File: src/rtl/swg_pkg.sv
// ----------------------------------------------------------------------------
// swg_pkg: shared types and constants for the epsilon-greedy arm selector
// Holds the command codes, controller states and the command/status bundles.
// ----------------------------------------------------------------------------
package swg_pkg;

  localparam int MAX_ARMS_DEF     = 16;
  localparam int WINDOW_DEPTH_DEF = 64;
  localparam int REWARD_BITS_DEF  = 16;

  localparam int EPS_W  = 17;
  localparam int ARMC_W = 5;
  localparam int WLEN_W = 7;
  localparam int CFG_W  = 17;
  localparam int SUM_W  = 22;
  localparam int HITS_W = 7;
  localparam int ARM_W  = 4;
  localparam int RAND_W = 16;

  localparam logic [EPS_W-1:0]  EPS_RST  = 17'd6554;
  localparam logic [ARMC_W-1:0] ARMC_RST = 5'd16;
  localparam logic [WLEN_W-1:0] WLEN_RST = 7'd64;

  typedef enum logic [1:0] {
    CMD_UPDATE = 2'd0,
    CMD_SELECT = 2'd1,
    CMD_QUERY  = 2'd2,
    CMD_CLEAR  = 2'd3
  } cmd_t;

  typedef enum logic [1:0] {
    CFG_EPSILON   = 2'd0,
    CFG_ARM_COUNT = 2'd1,
    CFG_WIN_LEN   = 2'd2
  } cfg_idx_t;

  typedef enum logic [3:0] {
    ST_IDLE,
    ST_CLEAR,
    ST_EVICT_RD,
    ST_EVICT,
    ST_PUSH,
    ST_SCAN,
    ST_SCAN_CMP,
    ST_DONE,
    ST_OUT
  } state_t;

  // Controller to datapath.
  typedef struct packed {
    logic latch;      // capture input item
    logic clr_step;   // clear one arm statistic
    logic clr_start;  // reset clear counter, head, fill, warm-up
    logic evict_rd;   // issue window read for the oldest entry
    logic evict;      // subtract evicted entry
    logic push;       // append new entry
    logic decide;     // warm-up / explore decision
    logic scan_start; // start argmax
    logic scan_step;  // load one arm into compare stage
    logic scan_cmp;   // compare loaded arm with best
    logic query;      // load query result
    logic pick_best;  // load argmax result
  } swg_cmd_t;

  // Datapath to controller.
  typedef struct packed {
    logic [1:0] cmd;
    logic       clr_last;
    logic       arm_ok;
    logic       full;
    logic       exploit;
    logic       scan_last;
  } swg_sts_t;

endpackage

File: src/rtl/swg_ram.sv
// ----------------------------------------------------------------------------
// swg_ram: generic single-port-write, single-port-read RAM
// One write and one registered read per cycle.
// ----------------------------------------------------------------------------
module swg_ram #(
  parameter int WIDTH = 8,
  parameter int DEPTH = 16
) (
  input  logic                     clk,
  input  logic                     we,
  input  logic [$clog2(DEPTH)-1:0] waddr,
  input  logic [WIDTH-1:0]         wdata,
  input  logic [$clog2(DEPTH)-1:0] raddr,
  output logic [WIDTH-1:0]         rdata
);

  logic [WIDTH-1:0] mem [DEPTH];
  logic [WIDTH-1:0] rdata_r;

  always_ff @(posedge clk) begin
    if (we) begin
      mem[waddr] <= wdata;
    end
    rdata_r <= mem[raddr];
  end

  assign rdata = rdata_r;

endmodule

File: src/rtl/swg_ctrl.sv
// ----------------------------------------------------------------------------
// swg_ctrl: controller state machine
// Sequences clear, evict/push, warm-up/explore decision and the argmax scan.
// ----------------------------------------------------------------------------
module swg_ctrl
  import swg_pkg::*;
(
  input  logic     clk,
  input  logic     rst_n,
  input  logic     in_valid,
  output logic     in_stall,
  output logic     out_valid,
  input  logic     out_stall,
  input  logic     cfg_clear,
  input  swg_sts_t sts,
  output swg_cmd_t cmd
);

  state_t state_r, state_nxt;

  always_ff @(posedge clk) begin
    if (!rst_n) begin
      state_r <= ST_CLEAR;
    end else if (cfg_clear) begin
      state_r <= ST_CLEAR;
    end else begin
      state_r <= state_nxt;
    end
  end

  always_comb begin
    state_nxt = state_r;
    case (state_r)
      ST_IDLE: begin
        if (in_valid) begin
          state_nxt = ST_DONE;
        end
      end
      ST_DONE: begin
        // Item latched; dispatch on its command.
        case (sts.cmd)
          CMD_UPDATE: state_nxt = !sts.arm_ok ? ST_IDLE :
                                  (sts.full ? ST_EVICT_RD : ST_PUSH);
          CMD_CLEAR:  state_nxt = ST_CLEAR;
          CMD_QUERY:  state_nxt = ST_OUT;
          default:    state_nxt = sts.exploit ? ST_SCAN : ST_OUT;
        endcase
      end
      ST_CLEAR:    state_nxt = sts.clr_last ? ST_IDLE : ST_CLEAR;
      ST_EVICT_RD: state_nxt = ST_EVICT;
      ST_EVICT:    state_nxt = ST_PUSH;
      ST_PUSH:     state_nxt = ST_IDLE;
      ST_SCAN:     state_nxt = ST_SCAN_CMP;
      ST_SCAN_CMP: state_nxt = sts.scan_last ? ST_OUT : ST_SCAN;
      ST_OUT:      state_nxt = out_stall ? ST_OUT : ST_IDLE;
      default:     state_nxt = ST_IDLE;
    endcase
  end

  always_comb begin
    cmd        = '0;
    in_stall   = 1'b1;
    out_valid  = 1'b0;
    case (state_r)
      ST_IDLE: begin
        in_stall  = 1'b0;
        cmd.latch = in_valid;
      end
      ST_DONE: begin
        cmd.clr_start  = (sts.cmd == CMD_CLEAR);
        cmd.decide     = (sts.cmd == CMD_SELECT);
        cmd.query      = (sts.cmd == CMD_QUERY);
        cmd.scan_start = (sts.cmd == CMD_SELECT) && sts.exploit;
        cmd.evict_rd   = (sts.cmd == CMD_UPDATE) && sts.arm_ok && sts.full;
      end
      ST_CLEAR:    cmd.clr_step = 1'b1;
      ST_EVICT:    cmd.evict = 1'b1;
      ST_PUSH:     cmd.push = 1'b1;
      ST_SCAN:     cmd.scan_step = 1'b1;
      ST_SCAN_CMP: begin
        cmd.scan_cmp  = 1'b1;
        cmd.pick_best = sts.scan_last;
      end
      ST_OUT:      out_valid = 1'b1;
      default:     cmd = '0;
    endcase
  end

endmodule

File: src/rtl/swg_dp.sv
// ----------------------------------------------------------------------------
// swg_dp: datapath of the epsilon-greedy arm selector
// Window ring in RAM, per-arm sums and counts, argmax compare stage.
// ----------------------------------------------------------------------------
module swg_dp
  import swg_pkg::*;
#(
  parameter int MAX_ARMS     = MAX_ARMS_DEF,
  parameter int WINDOW_DEPTH = WINDOW_DEPTH_DEF,
  parameter int REWARD_BITS  = REWARD_BITS_DEF
) (
  input  logic                   clk,
  input  logic                   rst_n,
  input  swg_cmd_t               cmd,
  output swg_sts_t               sts,
  input  logic                   cfg_we,
  input  logic [1:0]             cfg_index,
  input  logic [CFG_W-1:0]       cfg_wdata,
  input  logic [1:0]             in_command,
  input  logic [REWARD_BITS-1:0] in_reward,
  input  logic [ARM_W-1:0]       in_arm,
  input  logic [RAND_W-1:0]      in_rand_uniform,
  input  logic [ARM_W-1:0]       in_rand_arm,
  output logic [ARM_W-1:0]       out_chosen_arm,
  output logic [SUM_W-1:0]       out_arm_sum,
  output logic [HITS_W-1:0]      out_arm_hits,
  output logic                   out_explored
);

  localparam int AI_W  = $clog2(MAX_ARMS);
  localparam int AN_W  = $clog2(MAX_ARMS + 1);
  localparam int WA_W  = $clog2(WINDOW_DEPTH);
  localparam int WF_W  = $clog2(WINDOW_DEPTH + 1);
  localparam int ENT_W = REWARD_BITS + AI_W;
  localparam int PR_W  = SUM_W + HITS_W;

  // Configuration registers.
  logic [EPS_W-1:0]  eps_r;
  logic [ARMC_W-1:0] armc_r;
  logic [WLEN_W-1:0] wlen_r;

  always_ff @(posedge clk) begin
    if (!rst_n) begin
      eps_r  <= EPS_RST;
      armc_r <= ARMC_RST;
      wlen_r <= WLEN_RST;
    end else if (cfg_we) begin
      case (cfg_index)
        CFG_EPSILON:   eps_r  <= cfg_wdata[EPS_W-1:0];
        CFG_ARM_COUNT: armc_r <= cfg_wdata[ARMC_W-1:0];
        CFG_WIN_LEN:   wlen_r <= cfg_wdata[WLEN_W-1:0];
        default:       eps_r  <= eps_r;
      endcase
    end
  end

  // Effective arm count and capacity after clamping.
  logic [AN_W-1:0] n_arms;
  logic [WF_W-1:0] cap;
  always_comb begin
    if (armc_r == '0) begin
      n_arms = AN_W'(1);
    end else if (32'(armc_r) > MAX_ARMS) begin
      n_arms = AN_W'(MAX_ARMS);
    end else begin
      n_arms = AN_W'(armc_r);
    end
    if (wlen_r == '0) begin
      cap = WF_W'(1);
    end else if (32'(wlen_r) > WINDOW_DEPTH) begin
      cap = WF_W'(WINDOW_DEPTH);
    end else begin
      cap = WF_W'(wlen_r);
    end
  end

  // Latched input item.
  logic [1:0]             cmd_r;
  logic [REWARD_BITS-1:0] rew_r;
  logic [ARM_W-1:0]       arm_r;
  logic [RAND_W-1:0]      ru_r;
  logic [ARM_W-1:0]       ra_r;

  always_ff @(posedge clk) begin
    if (cmd.latch) begin
      cmd_r <= in_command;
      rew_r <= in_reward;
      arm_r <= in_arm;
      ru_r  <= in_rand_uniform;
      ra_r  <= in_rand_arm;
    end
  end

  // Per-arm statistics, one register per arm.
  logic [SUM_W-1:0]  sum_r [MAX_ARMS];
  logic [HITS_W-1:0] cnt_r [MAX_ARMS];
  logic [AN_W-1:0]   clr_r;
  logic [WA_W-1:0]   head_r;
  logic [WF_W-1:0]   fill_r;
  logic [AN_W-1:0]   warm_r;

  logic [ENT_W-1:0] ev_data;
  logic [AI_W-1:0]  ev_arm;
  logic [REWARD_BITS-1:0] ev_rew;
  logic [AI_W-1:0]  new_arm;
  logic [WA_W-1:0]  old_addr;

  assign ev_arm   = ev_data[ENT_W-1:REWARD_BITS];
  assign ev_rew   = ev_data[REWARD_BITS-1:0];
  assign new_arm  = AI_W'(arm_r);
  assign old_addr = head_r - WA_W'(fill_r);

  swg_ram #(.WIDTH(ENT_W), .DEPTH(WINDOW_DEPTH)) u_win (
    .clk   (clk),
    .we    (cmd.push),
    .waddr (head_r),
    .wdata ({new_arm, rew_r}),
    .raddr (old_addr),
    .rdata (ev_data)
  );

  always_ff @(posedge clk) begin
    if (!rst_n) begin
      clr_r  <= '0;
      head_r <= '0;
      fill_r <= '0;
      warm_r <= '0;
    end else if (cmd.clr_start || (cfg_we && (cfg_index == CFG_ARM_COUNT ||
                                              cfg_index == CFG_WIN_LEN))) begin
      clr_r  <= '0;
      head_r <= '0;
      fill_r <= '0;
      warm_r <= '0;
    end else begin
      if (cmd.clr_step) begin
        clr_r <= clr_r + 1'b1;
      end
      if (cmd.evict) begin
        fill_r <= fill_r - 1'b1;
      end else if (cmd.push) begin
        head_r <= head_r + 1'b1;
        fill_r <= fill_r + 1'b1;
      end
      if (cmd.decide && warm_r < n_arms) begin
        warm_r <= warm_r + 1'b1;
      end
    end
  end

  always_ff @(posedge clk) begin
    if (cmd.clr_step) begin
      sum_r[clr_r[AI_W-1:0]] <= '0;
      cnt_r[clr_r[AI_W-1:0]] <= '0;
    end else if (cmd.evict) begin
      sum_r[ev_arm] <= (sum_r[ev_arm] >= SUM_W'(ev_rew)) ?
                       sum_r[ev_arm] - SUM_W'(ev_rew) : '0;
      if (cnt_r[ev_arm] != '0) begin
        cnt_r[ev_arm] <= cnt_r[ev_arm] - 1'b1;
      end
    end else if (cmd.push) begin
      sum_r[new_arm] <= sum_r[new_arm] + SUM_W'(rew_r);
      cnt_r[new_arm] <= cnt_r[new_arm] + 1'b1;
    end
  end

  // Argmax scan: one arm after another, products registered before compare.
  logic [AN_W-1:0]  idx_r;
  logic [AI_W-1:0]  best_r;
  logic [SUM_W-1:0] bsum_r;
  logic [HITS_W-1:0] bcnt_r;
  logic [PR_W-1:0]  pi_r, pb_r;
  logic [HITS_W-1:0] ci, cb;
  logic [AI_W-1:0]  idx_a;

  assign idx_a = idx_r[AI_W-1:0];
  assign ci = (cnt_r[idx_a] == '0) ? HITS_W'(1) : cnt_r[idx_a];
  assign cb = (bcnt_r == '0) ? HITS_W'(1) : bcnt_r;

  always_ff @(posedge clk) begin
    if (cmd.scan_start) begin
      idx_r  <= AN_W'(1);
      best_r <= '0;
      bsum_r <= sum_r[0];
      bcnt_r <= cnt_r[0];
    end else if (cmd.scan_step) begin
      pi_r <= PR_W'(sum_r[idx_a]) * PR_W'(cb);
      pb_r <= PR_W'(bsum_r) * PR_W'(ci);
    end else if (cmd.scan_cmp) begin
      if (idx_r < n_arms && pi_r > pb_r) begin
        best_r <= idx_a;
        bsum_r <= sum_r[idx_a];
        bcnt_r <= cnt_r[idx_a];
      end
      idx_r <= idx_r + 1'b1;
    end
  end

  logic scan_last;
  assign scan_last = (idx_r + 1'b1 >= n_arms);

  logic explore;
  assign explore = ({1'b0, ru_r} < eps_r);

  // Result register.
  logic [ARM_W-1:0]  o_arm_r;
  logic [SUM_W-1:0]  o_sum_r;
  logic [HITS_W-1:0] o_hits_r;
  logic              o_expl_r;
  logic [AI_W-1:0]   q_arm;
  logic [AN_W-1:0]   ra_clamp;

  assign q_arm    = AI_W'(arm_r);
  assign ra_clamp = (AN_W'(ra_r) < n_arms) ? AN_W'(ra_r) : n_arms - 1'b1;

  always_ff @(posedge clk) begin
    if (cmd.query) begin
      o_arm_r  <= '0;
      o_sum_r  <= sum_r[q_arm];
      o_hits_r <= cnt_r[q_arm];
      o_expl_r <= 1'b0;
    end else if (cmd.decide) begin
      o_sum_r  <= '0;
      o_hits_r <= '0;
      o_expl_r <= 1'b0;
      if (warm_r < n_arms) begin
        o_arm_r <= ARM_W'(warm_r);
      end else if (explore) begin
        o_arm_r  <= ARM_W'(ra_clamp);
        o_expl_r <= 1'b1;
      end else begin
        o_arm_r <= '0;
      end
    end else if (cmd.pick_best) begin
      o_arm_r <= (idx_r < n_arms && pi_r > pb_r) ? ARM_W'(idx_a) : ARM_W'(best_r);
    end
  end

  assign out_chosen_arm = o_arm_r;
  assign out_arm_sum    = o_sum_r;
  assign out_arm_hits   = o_hits_r;
  assign out_explored   = o_expl_r;

  assign sts.cmd       = cmd_r;
  assign sts.clr_last  = (clr_r == AN_W'(MAX_ARMS - 1));
  assign sts.arm_ok    = (AN_W'(arm_r) < n_arms) && (32'(arm_r) < MAX_ARMS);
  assign sts.full      = (fill_r >= cap);
  assign sts.exploit   = (warm_r >= n_arms) && !explore && (n_arms > AN_W'(1));
  assign sts.scan_last = scan_last;

endmodule

File: src/rtl/sliding_window_epsilon_greedy_unit.sv
// ----------------------------------------------------------------------------
// sliding_window_epsilon_greedy_unit: epsilon-greedy arm selector
// Sliding reward window with per-arm sums and counts; select, query, clear.
// ----------------------------------------------------------------------------
// One item is worked on at a time. An update passes through the push state,
// and first through the evict-read and evict states when the window is full
// and the oldest entry is read back from the window RAM and evicted; an update
// for an arm not in use is dropped after the dispatch state. A query, a warm-up
// select and an explore select go from dispatch straight to the result transfer.
// An exploit select walks the arms after the first through one shared
// multiply-and-compare stage, loading and then comparing each arm. A result is
// held while out_stall is high. A clear command, a write of arm_count or
// window_length, and reset start a clearing pass over the statistics of all
// MAX_ARMS arms, during which no item is accepted.
module sliding_window_epsilon_greedy_unit
  import swg_pkg::*;
#(
  parameter int MAX_ARMS     = MAX_ARMS_DEF,
  parameter int WINDOW_DEPTH = WINDOW_DEPTH_DEF,
  parameter int REWARD_BITS  = REWARD_BITS_DEF
) (
  input  logic                   clk,
  input  logic                   rst_n,
  input  logic                   cfg_we,
  input  logic [1:0]             cfg_index,
  input  logic [CFG_W-1:0]       cfg_wdata,
  input  logic                   in_valid,
  output logic                   in_stall,
  input  logic [1:0]             in_command,
  input  logic [REWARD_BITS-1:0] in_reward,
  input  logic [ARM_W-1:0]       in_arm,
  input  logic [RAND_W-1:0]      in_rand_uniform,
  input  logic [ARM_W-1:0]       in_rand_arm,
  output logic                   out_valid,
  input  logic                   out_stall,
  output logic [ARM_W-1:0]       out_chosen_arm,
  output logic [SUM_W-1:0]       out_arm_sum,
  output logic [HITS_W-1:0]      out_arm_hits,
  output logic                   out_explored
);

  swg_cmd_t cmd;
  swg_sts_t sts;
  logic     cfg_clear;

  assign cfg_clear = cfg_we && (cfg_index == CFG_ARM_COUNT || cfg_index == CFG_WIN_LEN);

  swg_ctrl u_ctrl (
    .clk       (clk),
    .rst_n     (rst_n),
    .in_valid  (in_valid),
    .in_stall  (in_stall),
    .out_valid (out_valid),
    .out_stall (out_stall),
    .cfg_clear (cfg_clear),
    .sts       (sts),
    .cmd       (cmd)
  );

  swg_dp #(
    .MAX_ARMS     (MAX_ARMS),
    .WINDOW_DEPTH (WINDOW_DEPTH),
    .REWARD_BITS  (REWARD_BITS)
  ) u_dp (
    .clk             (clk),
    .rst_n           (rst_n),
    .cmd             (cmd),
    .sts             (sts),
    .cfg_we          (cfg_we),
    .cfg_index       (cfg_index),
    .cfg_wdata       (cfg_wdata),
    .in_command      (in_command),
    .in_reward       (in_reward),
    .in_arm          (in_arm),
    .in_rand_uniform (in_rand_uniform),
    .in_rand_arm     (in_rand_arm),
    .out_chosen_arm  (out_chosen_arm),
    .out_arm_sum     (out_arm_sum),
    .out_arm_hits    (out_arm_hits),
    .out_explored    (out_explored)
  );

  // An explored select result never carries statistics.
  assert property (@(posedge clk) disable iff (!rst_n)
    out_valid && out_explored |-> out_arm_sum == '0 && out_arm_hits == '0)
    else $error("explored select carries statistics");

  // No input transfer while a result waits.
  assert property (@(posedge clk) disable iff (!rst_n)
    out_valid |-> in_stall)
    else $error("input taken while result pending");

  // A held result does not change.
  assert property (@(posedge clk) disable iff (!rst_n)
    $past(out_valid && out_stall) && out_valid |-> $stable(out_chosen_arm))
    else $error("stalled result changed");

endmodule

File: config.mk
export PLATFORM = sky130hd
export DESIGN_NAME = sliding_window_epsilon_greedy_unit
export DESIGN_NICKNAME = d
export VERILOG_FILES = /design/src/rtl/swg_pkg.sv /design/src/rtl/swg_ram.sv /design/src/rtl/swg_ctrl.sv /design/src/rtl/swg_dp.sv /design/src/rtl/sliding_window_epsilon_greedy_unit.sv
export SDC_FILE = /design/constraint.sdc
export NUM_CORES = 2
export LEC_CHECK = 0
export BUFFER_PORTS_ARGS = -buffer_cell sky130_fd_sc_hd__buf_2
export CORE_MARGIN = 2
export CORE_UTILIZATION = 40
export CTS_CLUSTER_DIAMETER = 80
export DETAILED_ROUTE_END_ITERATION = 10
export PLACE_DENSITY = 0.54
export SYNTH_ARGS = -nofsm -noshare
export SYNTH_HDL_FRONTEND = slang
export SYNTH_HIERARCHICAL = 1
export SYNTH_SLANG_ARGS = --single-unit
File: constraint.sdc
create_clock -name clk -period 8.8 [get_ports clk]
set_clock_uncertainty 0.05 [all_clocks]
set_input_delay 0.88 -clock clk [delete_from_list [all_inputs] [get_ports clk]]
set_output_delay 0.88 -clock clk [all_outputs]
set_load 0.03 [all_outputs]
# Word-level counts from Yosys, hierarchy flattened
# Memory sizes are Yosys's and may differ from the RTL's. A register that Yosys moved wholly into a read port is not among the register bits.
# Cells that the tools add are included.
dict set report totals {
  ram_bits 1744
  n_memories 3
  ff_bits 228
  elab_cells 192
}
# name words width rd rd_clocked_by_memory_dff wr line
set memory_table {}
lappend memory_table {u_dp.u_win.mem 64 20 1 1 1 swg_ram.sv:17} ;# logic [WIDTH-1:0] mem [DEPTH];
lappend memory_table {u_dp.sum_r 16 22 4 2 1 swg_dp.sv:95} ;# logic [SUM_W-1:0] sum_r [MAX_ARMS];
lappend memory_table {u_dp.cnt_r 16 7 4 2 1 swg_dp.sv:96} ;# logic [HITS_W-1:0] cnt_r [MAX_ARMS];
dict set report classes {
  n_addsub 12
  mux 82
  n_bitwise 4
  n_eq_ne 16
  n_lt_le_gt_ge 13
  mul 2
  reduce_logical 37
}
# operator count
set op_table {}
lappend op_table {{2-to-1 mux 22 bit} 9}
lappend op_table {{2-to-1 mux 7 bit} 14}
lappend op_table {{2-to-1 mux 4 bit} 21}
lappend op_table {{multiplier 22 x 7 -> 29 bit} 2}
lappend op_table {{OR reduction 22 bit} 2}
lappend op_table {{one-hot mux 4 bit (8 select lines)} 1}
lappend op_table {{2-to-1 mux 1 bit} 31}
lappend op_table {{greater-than comparator 29 bit} 1}
lappend op_table {{adder 22 x 16 -> 22 bit} 1}
lappend op_table {{greater-or-equal comparator 22 x 16 -> 1 bit} 1}
lappend op_table {{subtractor 22 x 16 -> 22 bit} 1}
lappend op_table {{logical NOT 7 bit} 3}
lappend op_table {{less-than comparator 16 x 17 -> 1 bit} 1}
lappend op_table {{equality test 4 x 3 -> 1 bit (second input constant)} 4}
lappend op_table {{adder 5 x 1 -> 5 bit (second input constant)} 3}
lappend op_table {{adder 7 x 1 -> 7 bit (second input constant)} 2}
lappend op_table {{OR reduction 7 bit} 2}
lappend op_table {{subtractor 7 x 1 -> 7 bit (second input constant)} 2}
lappend op_table {{one-hot mux 4 bit (3 select lines)} 1}
lappend op_table {{AND reduction 2 bit} 6}
lappend op_table {{greater-or-equal comparator 5 bit} 2}
lappend op_table {{less-than comparator 4 x 5 -> 1 bit} 2}
lappend op_table {{less-than comparator 5 bit} 2}
lappend op_table {{2-to-1 mux 5 bit} 2}
lappend op_table {{other kinds (28)} 50}

# Depth between registers and ports, before layout
dict set report logic_depth {
  ltp_word 10
  ltp_mapped 23
  ltp_nobuf 20
}

# Cells and area by module
# The synthesis kept the hierarchy.
# mod seq_area_each_um2 instances cells_per_inst area_per_inst_um2
set by_module_without_submodules {}
lappend by_module_without_submodules {swg_ram 38837.2 1 2243 49495.0}
lappend by_module_without_submodules {swg_dp 20159.3 1 3335 46502.1}
lappend by_module_without_submodules {swg_ctrl 80.1 1 61 454.2}
lappend by_module_without_submodules {sliding_window_epsilon_greedy_unit 0.0 1 2 15.0}

# Worst setup path before layout
# Ideal clock, no wire load.
dict set report synth_timing {
  kind {register to register}
  from {reg with a tool-made name}
  to {reg u_dp.pi_r[26], data pin}
  t_arrival_ns 6.855
  path_buffers 4
  required_time_ns 8.488
  setup_ns 0.262
  path_slack_ns 1.634
  stages_incl_launch_ff 22
  path_cell_list {dfxtp_1 > clkbuf_1 > buf_2 > clkbuf_1 > buf_2 > mux4_2 > mux4_2 > nand2_1 > fa_1 > fa_1 > fa_1 > inv_1 > fa_1 > ha_1 > a21o_1 > a21oi_1 > a21oi_1 > o41ai_1 > o211ai_1 > and3_1 > a211oi_1 > xnor2_1}
}
# element line
set synth_lines {}
lappend synth_lines {{end signal: assignment} swg_dp.sv:186} ;# pi_r <= PR_W'(sum_r[idx_a]) * PR_W'(cb);
lappend synth_lines {{end: declaration} swg_dp.sv:171} ;# logic [PR_W-1:0] pi_r, pb_r;

==> out/metrics.csv <==
metric,value,unit
status,finished clean,
Port Buf Inserts,101,
syn avg cell area,17.10,sq um
Reg power frac,0.374,
clk root buf,clkbuf_16,
Cell Pwr Density,276.8,nW/um^2
"Top FF cell, synth",edfxtp_1,
Net Sw Frac,0.3196,
Int Pwr,0.02049,W
DRC viols,0,
largest net degree at the start of global routing,98,
# hold bufs at CTS,0,
vias in the first global route,54750,
CTS Buf Count,219,
"Core Util, Final",0.4531,
post-cts resize count,0,
First-pass DRT Iterations,5,
area grow syn2layout,12.77,%
Routability Congestion,0.8266,
CP Launch Type,flop,
"Reg clk slew, reported paths",0.06,ns
per-cell routed wire length,28.69,um
M2 GR Usage,0.3617,
final net count,6338,
f_max,136.2,MHz
Clk pwr share,0.309,
required time worst endpoint,9.31,ns
# Max-Cap Violations,0,
die area,245100,sq um
Crit Path Class,reg -> reg,
Initial Util,0.4018,
DRT antenna net count,0,
Post CTS Setup Buffer Count,0,
Iteration-0 DRC Markers,4696,
combinational power share,0.318,
multiplexer share of the synthesized area,0.1877,
initial antenna violation count,9,
drt total wl,264.7,mm
# fillers,20770,
grt total ovfl,0,
worst vdd ir,0.2041,mV
number of synthesized register bits,2000,
core region area,240100,sq um
CTS max path bufs,3,
clock sinks,2000,
Post-Synth Simple-Gate Area,0.04856,
met1 Use GR,0.2921,
die height,495.1,um
Skew-Pair Late Insertion Delay,0.88,ns
Post-Synth XOR/XNOR Area,0.01099,
post-synth cell types,81,
"EDFF count, synth",1902,
Via Count,53290,
Ys Warns,6,
HP Class,in -> reg,
Fin. Hold Viols,0,
Sw Pwr,0.009625,W
num rows,180,
CTS tree,done,
"FFs w/ async S/R, synth",0,
H-tree Lvls,4,
worst hold margin,0.1222,ns
total track usage,0.2162,
period utilisation layout,0.8345,
main combinational cell family by area after synthesis,multiplexers,
Worst setup EP type,flop,
min Tclk post-route,7.344,ns
Post-DP HPWL,167.2,mm
Mapped Cells,5641,
"Seq/Total Area, Yosys",0.6124,
num ports,102,
synthesized area,96470,sq um
Most Crowded Layer GR,met2,
"Setup violations, final",0,
total power,0.03011,W
Die W,495.1,um
WP data arrival,7.86,ns
leakage,35.32,nW
Slew headroom,0.05902,
met3 global-route usage,0.03049,
worst-margin pin slew,1.406,ns
Synth Area in Compound Gates,0.04422,
max-slew violation count,0,
fraction of layout cells with a size suffix above 1,0.2425,
setup_tns,0,ns
first-pass GRT wire length,385.3,mm
Synth Area in Adders,0.07058,
Vias per Instance,5.777,
RSZ-0062 raised after global routing,false,
crit-path max FO,24,
Mapped Nets,6130,
kinds of logic (layout without fill, tap and decap cells):
| family | after synthesis | in the layout |
|---|---|---|
| compound gates | 636 | 636 |
| xor+xnor | 121 | 121 |
| fa+ha+maj | 423 | 423 |
| buf+inv | 571 | 962 |
| flops | 2000 | 2000 |
| mux | 934 | 934 |
| other cells | 0 | 8 |
| simple gates | 956 | 956 |
Yosys cell counts, drive strengths merged, types with 76 or more instances:
cell type     n  share of area
inv         278          0.011
a21o         84         0.0065
buf         139         0.0087
dfxtp        98          0.020
o21ai        98         0.0051
fa          202          0.042
edfxtp     1902           0.59
mux2i       196          0.020
ha          221          0.029
and2        160          0.010
a21oi       111         0.0058
mux4        695           0.16
nor2        217         0.0084
clkbuf      153         0.0060
nand2       303          0.012
o22ai        76         0.0054
registers in the layout (all words and copies together) (netlist names), 16 cells and up, named ones only:
signal and count:
u_dp/u_win/mem 1280, u_dp/sum_r 352, u_dp/cnt_r 112, u_dp/pb_r 29
u_dp/pi_r 29, u_dp/bsum_r 22, u_dp/out_arm_sum 22, u_dp/u_win/rdata 20
u_dp/eps_r 17, u_dp/rew_r 16, u_dp/ru_r 16
final timing paths:
path | start | endpoint | slack (ns) | depth (start not counted)
worst max-delay path | flop | u_dp/pb_r[28] | 1.46 | 21
worst min-delay path | in_reward[3] | u_dp/rew_r[3] | 0.12 | 1
worst max register to register | flop | u_dp/pb_r[28] | 1.46 | 21
worst min register to register | u_dp/eps_r[14] | u_dp/eps_r[14] | 0.41 | 2
power by group through the flow:
| stage | Clock, W | Sequential [W] | Combinational [W] |
|---|---|---|---|
| floorplan | 0 | 0.0113 | 0.00726 |
| global placement | 0 | 0.0115 | 0.00951 |
| detailed placement | 0 | 0.0115 | 0.00958 |
| global route | 0.00983 | 0.0113 | 0.0108 |
| CTS | 0.00948 | 0.0113 | 0.00964 |
| finish | 0.00929 | 0.0113 | 0.00956 |
critical path, stage by stage (launching register included):
cell and delay, ns:
dfxtp_4 0.67, buf_4 0.47, mux4_2 0.57, mux4_2 0.74, and2_1 0.30, fa_1 0.54, inv_1 0.05, fa_1 0.52
inv_1 0.05, fa_1 0.48, inv_1 0.05, fa_1 0.47, inv_1 0.04, ha_1 0.32, o21ai_0 0.16, o211ai_1 0.12
and3_1 0.23, nor3_1 0.28, o21a_1 0.30, o31ai_1 0.14, o41ai_1 0.34, xnor2_1 0.12
layout by cell type, fill, tap and decap left out, drive strengths merged, types with 68 or more instances in the layout:
| cell type | instances |
|---|---|
| nor2 | 217 |
| ha | 221 |
| a21oi | 111 |
| nand2 | 303 |
| a21o | 84 |
| fa | 202 |
| inv | 284 |
| a22oi | 68 |
| clkinv | 91 |
| clkbuf | 275 |
| mux2i | 196 |
| o21ai | 98 |
| dfxtp | 98 |
| buf | 279 |
| edfxtp | 1902 |
| o22ai | 76 |
| mux4 | 695 |
| and2 | 160 |
routing by layer:
layer,wire [um],up-vias
met1,109100,28350
met5,0,-
met3,15720,400
li1,-,22760
met2,131300,1789
met4,8657,0
layout make-up:
type | count | area, sq um | share of cell area
multi-input combinational | 3070 | 35330 | 0.3247
tap | 3185 | 3985 | 0.03663
inverter | 279 | 1062 | 0.009765
clock inverter | 129 | 1608 | 0.01478
sequential | 2000 | 59110 | 0.5434
antenna | 8 | 20.02 | 0.0001840
clock buffer | 275 | 5732 | 0.05269
timing repair buffer | 279 | 1942 | 0.01785
per-stage QoR:
stage	setup WS (ns)	std cells	area, sq um
6_report	1.456	9225	108800
5_1_grt	1.010	9218	108800
2_1_floorplan	1.634	5641	96470
4_1_cts	1.468	9216	108800
3_5_place_dp	1.485	8812	101400
3_3_place_gp	1.552	8812	101400
(Power assumes the default switching activity.)
